$ cat config.mk
export PLATFORM = sky130hd
export DESIGN_NAME = calendar_to_julian_date
export DESIGN_NICKNAME = d
export VERILOG_FILES = /design/src/rtl/core/cjd_pkg.sv /design/src/rtl/core/calendar_to_julian_date.sv
export SDC_FILE = /design/constraint.sdc
export NUM_CORES = 2
export LEC_CHECK = 0
export BUFFER_PORTS_ARGS = -buffer_cell sky130_fd_sc_hd__buf_2
export CAP_MARGIN = 20
export CORE_UTILIZATION = 65
export CTS_CLUSTER_SIZE = 24
export DETAILED_ROUTE_END_ITERATION = 12
export GPL_TIMING_DRIVEN = 1
export PLACE_DENSITY = 0.82
export SKIP_LAST_GASP = 1
export SYNTH_ARGS = -nofsm -noshare
export SYNTH_HDL_FRONTEND = slang
export SYNTH_SLANG_ARGS = --single-unit
$ cat constraint.sdc
create_clock -name clk -period 18.05 [get_ports clk]
set_input_delay 1.805 -clock clk [delete_from_list [all_inputs] [get_ports clk]]
set_output_delay 1.805 -clock clk [all_outputs]
set_load 0.02 [all_outputs]
$ cat src/rtl/core/cjd_pkg.sv
`default_nettype none
package cjd_pkg;

  // Field widths
  localparam int YEAR_W   = 15;
  localparam int MONTH_W  = 4;
  localparam int DAY_W    = 5;
  localparam int HOUR_W   = 5;
  localparam int MINUTE_W = 6;
  localparam int SECOND_W = 6;
  localparam int JD_W     = 40;

  // Internal widths
  localparam int DN_W   = 25;  // day number, signed
  localparam int KEY_W  = 24;  // calendar switch key, signed
  localparam int SECS_W = 17;  // seconds of day
  localparam int VF_W   = 22;  // (secs*125 + 53) / 4
  localparam int FRAC_W = 18;  // day fraction in 1e-5 day
  localparam int SUM_W  = 43;  // full result before saturation

  typedef logic signed [DN_W-1:0] dn_t;

  localparam logic [MONTH_W-1:0] MONTH_FEB = 4'd2;

  localparam logic signed [DN_W-1:0]  EPOCH_OFFSET = 25'sd1720995;
  localparam logic signed [KEY_W-1:0] GREG_START_KEY = 24'sd588829;

  // floor(y/100) via offset y + 16400 (nonnegative), then reciprocal multiply
  localparam logic [15:0] CENT_OFFSET = 16'd16400;
  localparam logic [9:0]  CENT_BIAS   = 10'd164;
  localparam logic [31:0] CENT_RECIP  = 32'd41944;  // ceil(2^22 / 100)
  localparam int          CENT_SHIFT  = 22;

  // floor(w/27) for w < 2^22, reciprocal ceil(2^27 / 27)
  localparam logic [22:0] FRAC_RECIP = 23'd4971027;
  localparam int          FRAC_SHIFT = 27;

  localparam logic signed [SUM_W-1:0] UNITS_PER_DAY = 43'sd100000;
  localparam logic signed [SUM_W-1:0] HALF_DAY      = 43'sd50000;
  localparam logic signed [SUM_W-1:0] JD_MAX        = 43'sd549755813887;
  localparam logic signed [SUM_W-1:0] JD_MIN        = -43'sd549755813888;

  // floor(30.6001 * m) for the shifted month m
  function automatic logic [8:0] month_days(input logic [4:0] m);
    logic [8:0] d;
    case (m)
      5'd4:    d = 9'd122;
      5'd5:    d = 9'd153;
      5'd6:    d = 9'd183;
      5'd7:    d = 9'd214;
      5'd8:    d = 9'd244;
      5'd9:    d = 9'd275;
      5'd10:   d = 9'd306;
      5'd11:   d = 9'd336;
      5'd12:   d = 9'd367;
      5'd13:   d = 9'd397;
      5'd14:   d = 9'd428;
      5'd15:   d = 9'd459;
      5'd16:   d = 9'd489;
      default: d = 9'd0;
    endcase
    return d;
  endfunction

endpackage
`default_nettype wire

$ cat src/rtl/core/calendar_to_julian_date.sv
`default_nettype none
// Julian date (units of 1e-5 day) from a calendar date and time.
// The result is registered in stage 1, stage 2 and the output register after input transfer.
// Throughput: one item per cycle; each stage holds one item and moves on
// as soon as the stage after it has room.
// Reset (rst, synchronous): all stage valid bits clear; payload is not reset.
module calendar_to_julian_date (
  input  wire logic                                  clk,
  input  wire logic                                  rst,
  input  wire logic                                  in_valid,
  output logic                                       in_ready,
  input  wire logic signed [cjd_pkg::YEAR_W-1:0]     year,
  input  wire logic        [cjd_pkg::MONTH_W-1:0]    month,
  input  wire logic        [cjd_pkg::DAY_W-1:0]      day,
  input  wire logic        [cjd_pkg::HOUR_W-1:0]     hour,
  input  wire logic        [cjd_pkg::MINUTE_W-1:0]   minute,
  input  wire logic        [cjd_pkg::SECOND_W-1:0]   second,
  output logic                                       out_valid,
  input  wire logic                                  out_ready,
  output logic signed [cjd_pkg::JD_W-1:0]            julian_date_e5
);
  import cjd_pkg::*;

  // Stage handshake
  logic v1, v2;
  logic rdy1, rdy2, rdy3;

  assign rdy3     = !out_valid || out_ready;
  assign rdy2     = !v2 || rdy3;
  assign rdy1     = !v1 || rdy2;
  assign in_ready = rdy1;

  // ---------------- Stage 0: from input ports ----------------
  logic signed [15:0]       y0;
  logic        [4:0]        m0;
  logic signed [26:0]       yd0;
  dn_t                      base0;
  logic signed [KEY_W-1:0]  yr0, mkey0, key0;
  logic                     greg0;
  logic        [15:0]       u0;
  logic        [31:0]       cprod0;
  logic        [SECS_W-1:0] secs0;
  logic        [23:0]       vsum0;

  // Jan/Feb belong to the previous year
  always_comb begin
    if (month > MONTH_FEB) begin
      y0 = 16'(year);
      m0 = {1'b0, month} + 5'd1;
    end else begin
      y0 = 16'(year) - 16'sd1;
      m0 = {1'b0, month} + 5'd13;
    end
  end

  // Day number before the century correction
  assign yd0   = 27'(y0) * 27'sd1461;
  assign base0 = yd0[26:2] + $signed({16'd0, month_days(m0)})
               + $signed({20'd0, day}) + EPOCH_OFFSET;

  // Calendar switch test on raw year, month and day
  assign yr0   = KEY_W'(year);
  assign mkey0 = yr0 * 24'sd12 + $signed({20'd0, month});
  assign key0  = mkey0 * 24'sd31 + $signed({19'd0, day});
  assign greg0 = key0 >= GREG_START_KEY;

  // Century count, offset to stay nonnegative
  assign u0     = y0 + CENT_OFFSET;
  assign cprod0 = {16'd0, u0} * CENT_RECIP;

  // Day fraction numerator, rounded half down
  assign secs0 = {12'd0, hour} * 17'd3600 + {11'd0, minute} * 17'd60
               + {11'd0, second};
  assign vsum0 = {7'd0, secs0} * 24'd125 + 24'd53;

  dn_t              s1_base;
  logic             s1_greg;
  logic [8:0]       s1_q;
  logic [VF_W-1:0]  s1_w;

  always_ff @(posedge clk) begin
    if (rst) begin
      v1 <= 1'b0;
    end else if (rdy1) begin
      v1 <= in_valid;
    end
  end

  always_ff @(posedge clk) begin
    if (rdy1 && in_valid) begin
      s1_base <= base0;
      s1_greg <= greg0;
      s1_q    <= cprod0[CENT_SHIFT+8:CENT_SHIFT];
      s1_w    <= vsum0[23:2];
    end
  end

  // ---------------- Stage 1: correction and fraction ----------------
  logic signed [9:0]  a1, corr1;
  dn_t                dn1;
  logic        [44:0] fprod1;

  assign a1     = $signed({1'b0, s1_q}) - $signed(CENT_BIAS);
  assign corr1  = 10'sd2 - a1 + (a1 >>> 2);
  assign dn1    = s1_greg ? (s1_base + DN_W'(corr1)) : s1_base;
  assign fprod1 = {23'd0, s1_w} * {22'd0, FRAC_RECIP};

  dn_t               s2_dn;
  logic [FRAC_W-1:0] s2_frac;

  always_ff @(posedge clk) begin
    if (rst) begin
      v2 <= 1'b0;
    end else if (rdy2) begin
      v2 <= v1;
    end
  end

  always_ff @(posedge clk) begin
    if (rdy2 && v1) begin
      s2_dn   <= dn1;
      s2_frac <= fprod1[FRAC_SHIFT+FRAC_W-1:FRAC_SHIFT];
    end
  end

  // ---------------- Stage 2: scale, noon shift, saturate ----------------
  logic signed [SUM_W-1:0] full2;
  logic signed [JD_W-1:0]  jd_next;

  assign full2 = SUM_W'(s2_dn) * UNITS_PER_DAY
               + $signed({25'd0, s2_frac}) - HALF_DAY;

  always_comb begin
    if (full2 > JD_MAX) begin
      jd_next = JD_MAX[JD_W-1:0];
    end else if (full2 < JD_MIN) begin
      jd_next = JD_MIN[JD_W-1:0];
    end else begin
      jd_next = full2[JD_W-1:0];
    end
  end

  always_ff @(posedge clk) begin
    if (rst) begin
      out_valid <= 1'b0;
    end else if (rdy3) begin
      out_valid <= v2;
    end
  end

  always_ff @(posedge clk) begin
    if (rdy3 && v2) begin
      julian_date_e5 <= jd_next;
    end
  end

endmodule
`default_nettype wire
==> results.md <==
- Number of enable-type register cells in the synthesized netlist: 140
- Multi-input combinational cell area: between 30,000 and 40,000 sq um
- Slowest Stage Delay on Critical Path: around 540 ps
- Fraction of final layout cells sized beyond drive strength 1: 4.39%
- Detail Route Antenna Nets: 0
- Total Die Area: 63,100 sq um
- Number of gates given a new drive strength after cts: 0
- Synthesized area divided by synthesized cell count: between 9 and 10 sq um
- Standard cell with the maximum stage delay on the critical path: o41ai_1
- Remaining max-slew budget at the tightest pin: between 30% and 40%
- Critical path endpoint category: flip-flop
- Routed length per instance: ~16 um
- Result of the run: finished clean
- Count of nets after finishing: about 5,800
- Post-synth top flop: edfxtp_1
- Leading cell types in the layout, fill and taps excluded: inv_1, ha_1, fa_1
- Number of detailed-route iterations in the first pass: 5
- Area grow syn2layout: 5.34%
- H-tree depth: 4
- Total overflow reported by the global router: 0
- Final-layout setup total negative slack: 0 ps
- Post-synth cell types: 74
- # placed instances: around 5,100
- Die extent in x: about 250 um
- Crit path time final: ~10,000 ps
- Worst setup margin: 7880 ps
- Critical path fanouts, max: 12
- Worst-Skew Late Latency: between 400 and 500 ps
- Max_cap viols: 0
- Placer's final routability congestion estimate: around 0.92
- Fin Hold WS: 593 ps
- Pins over their slew limit: 0
- FMAX: approximately 100 MHz
- # setup viols final: 0
- Root buf cell: clkbuf_16
- Required time at the endpoint of the critical path: roughly 18,000 ps
- Startpoint of the lowest-slack hold path: v1
- Number of CTS-inserted buffers: 17
- Synth Instances: between 4,000 and 5,000
- Largest net degree at the start of global routing: 58
- Number of register bits inferred by synthesis: around 140
- Number of antenna violations at the first check in global routing: 0
- Number of cell rows: approximately 90
- First-pass GRT wire length: between 100,000 and 150,000 um
- Boundary Pins: slightly below 90
- Number of clock sinks: 143
- Type of the setup path with the least slack: in2reg
- Summed instance area of the synthesized netlist: 40,400 sq um
- Wire length after detailed routing: 80,900 um
- Post-CTS setup buffer count: 0
- Hold crit path type: reg2reg
- Yosys warnings: 0
- Hold Violations, Final: 0
- Count of buffers inserted at the top-level ports: 86
- Top cell by count, worst path: inv_1
- Worst flop-to-flop path startpoint: s2_dn[3]
- Ys async rst share: 0%
- Vertical die dimension: 251 um
- RSZ-0062 raised after global routing: no
- Area taken by flip-flops and latches: approximately 4300 sq um
- Largest clock skew in the final design: 18.4 ps
- Total half-perimeter wirelength after legalization and detailed placement: between 70,000 and 80,000 um
- Startpoint type of the worst setup path: input pin
- Clock tree from TritonCTS: built
- Starting Density: around 66%
- Std-Cell Core Area: between 60,000 and 70,000 sq um
- Number of global-route vias before repair: 29,400
- Critical Path AT: about 10,000 ps
- Share of the yosys chip area belonging to registers: a little over a tenth
- Most common cell after layout, fill and taps aside: inv_1
- Worst slack at placement: approximately 7500 ps
- DRC violations left: 0
- Count of hold buffers inserted by post-cts repair: 0
- Bufs on Longest Clock Path: 2
- Average vias per placed instance: ~5.5
- Worst setup startpoint: month[0]
- Final worst path period share: 56.3%
- Count of non-filler cells in the finished layout: around 5,200
- Antenna diode count: 0
- Register-to-register setup slack: about 8500 ps
- Number of filler instances in the final layout: roughly 4,500
- Total GRT Usage: between 20% and 30%
- Via Count: roughly 28,000
- Register clock-pin slew on the reported worst setup and hold paths: roughly 70 ps
- Actual transition at the worst max-transition pin: just under 1000 ps
- Synth Net Count: 5,712
- First-iteration detailed-routing DRC count: about 1,200
area by class of cell:
cell class,count,area share [%]
Tap cell,837,2.46
Clock inverter,15,0.462
Clock buffer,17,1.00
Inverter,1073,9.46
Multi-Input combinational cell,2982,75.3
Sequential cell,143,10.0
Timing Repair Buffer,101,1.29
layer usage:
layer / GRT usage, % / wire length (um) / share of wire (%)
met5: 0 / 0 / 0
met3: 2.61 / 3330 / 4.1
met4: 8.50 / 2490 / 3.1
met2: 45.9 / 39100 / 48
met1: 34.8 / 35900 / 44
through the flow:
step | area [sq um] | util, %
after global routing | 42600 | 69.1
final | 42600 | 69.1
after global placement | 41900 | 68.0
after floorplan | 40400 | -
after detailed placement | 41900 | 68.0
after CTS | 42500 | 69.1
final timing paths:
kind,cells after the start,endpoint
max,35,s1_base[24]
min,2,v1
max reg2reg,31,julian_date_e5[8]
min reg2reg,2,v1
sequential cells by signal (all words and copies together) (netlist names):
| register | count |
|---|---|
| s1_base | 25 |
| s1_w | 22 |
| v1 | 1 |
| v2 | 1 |
| out_valid | 1 |
| julian_date_e5 | 40 |
| s2_dn | 25 |
| s2_frac | 18 |
| s1_q | 9 |
| s1_greg | 1 |
Yosys cell counts (23+ instances only):
library cell | number | area (sq um)
o21bai_1 | 52 | 390
o21ai_0 | 135 | 676
o21a_1 | 26 | 195
a21o_1 | 77 | 578
fa_1 | 518 | 10400
nor2b_1 | 26 | 163
a21oi_1 | 176 | 881
ha_1 | 927 | 11600
nand2b_1 | 23 | 144
xor2_1 | 108 | 946
a31oi_1 | 31 | 194
edfxtp_1 | 140 | 4200
nand2_1 | 123 | 462
nor3_1 | 60 | 300
xnor2_1 | 239 | 2090
nor2_1 | 123 | 462
nand3_1 | 51 | 255
inv_1 | 1072 | 4020
critical path: cells and delay by family:
family                   cells  cell delay (ps)
AO/OA/AOI/OAI               11             2880
XOR/XNOR                     3              520
adder cells (fa/ha/maj)     10             3540
buffers and inverters        9             1300
AND/OR/NAND/NOR              2              300
kinds of logic after synthesis:
family                     count (synthesis)  share of synthesized area [%]
adders and majority gates               1446                           54.4
DFF                                      143                           10.6
muxes                                     26                          0.709
buffers and inverters                   1097                           10.2
AOI/OAI and AO/OA                        643                           10.2
and+or+nand+nor                          519                           6.29
xor gates and xnor gates                 348                           7.58
Power is not shown: default switching activity piles up to over one toggle a cycle in this logic, so the estimate is an artifact.
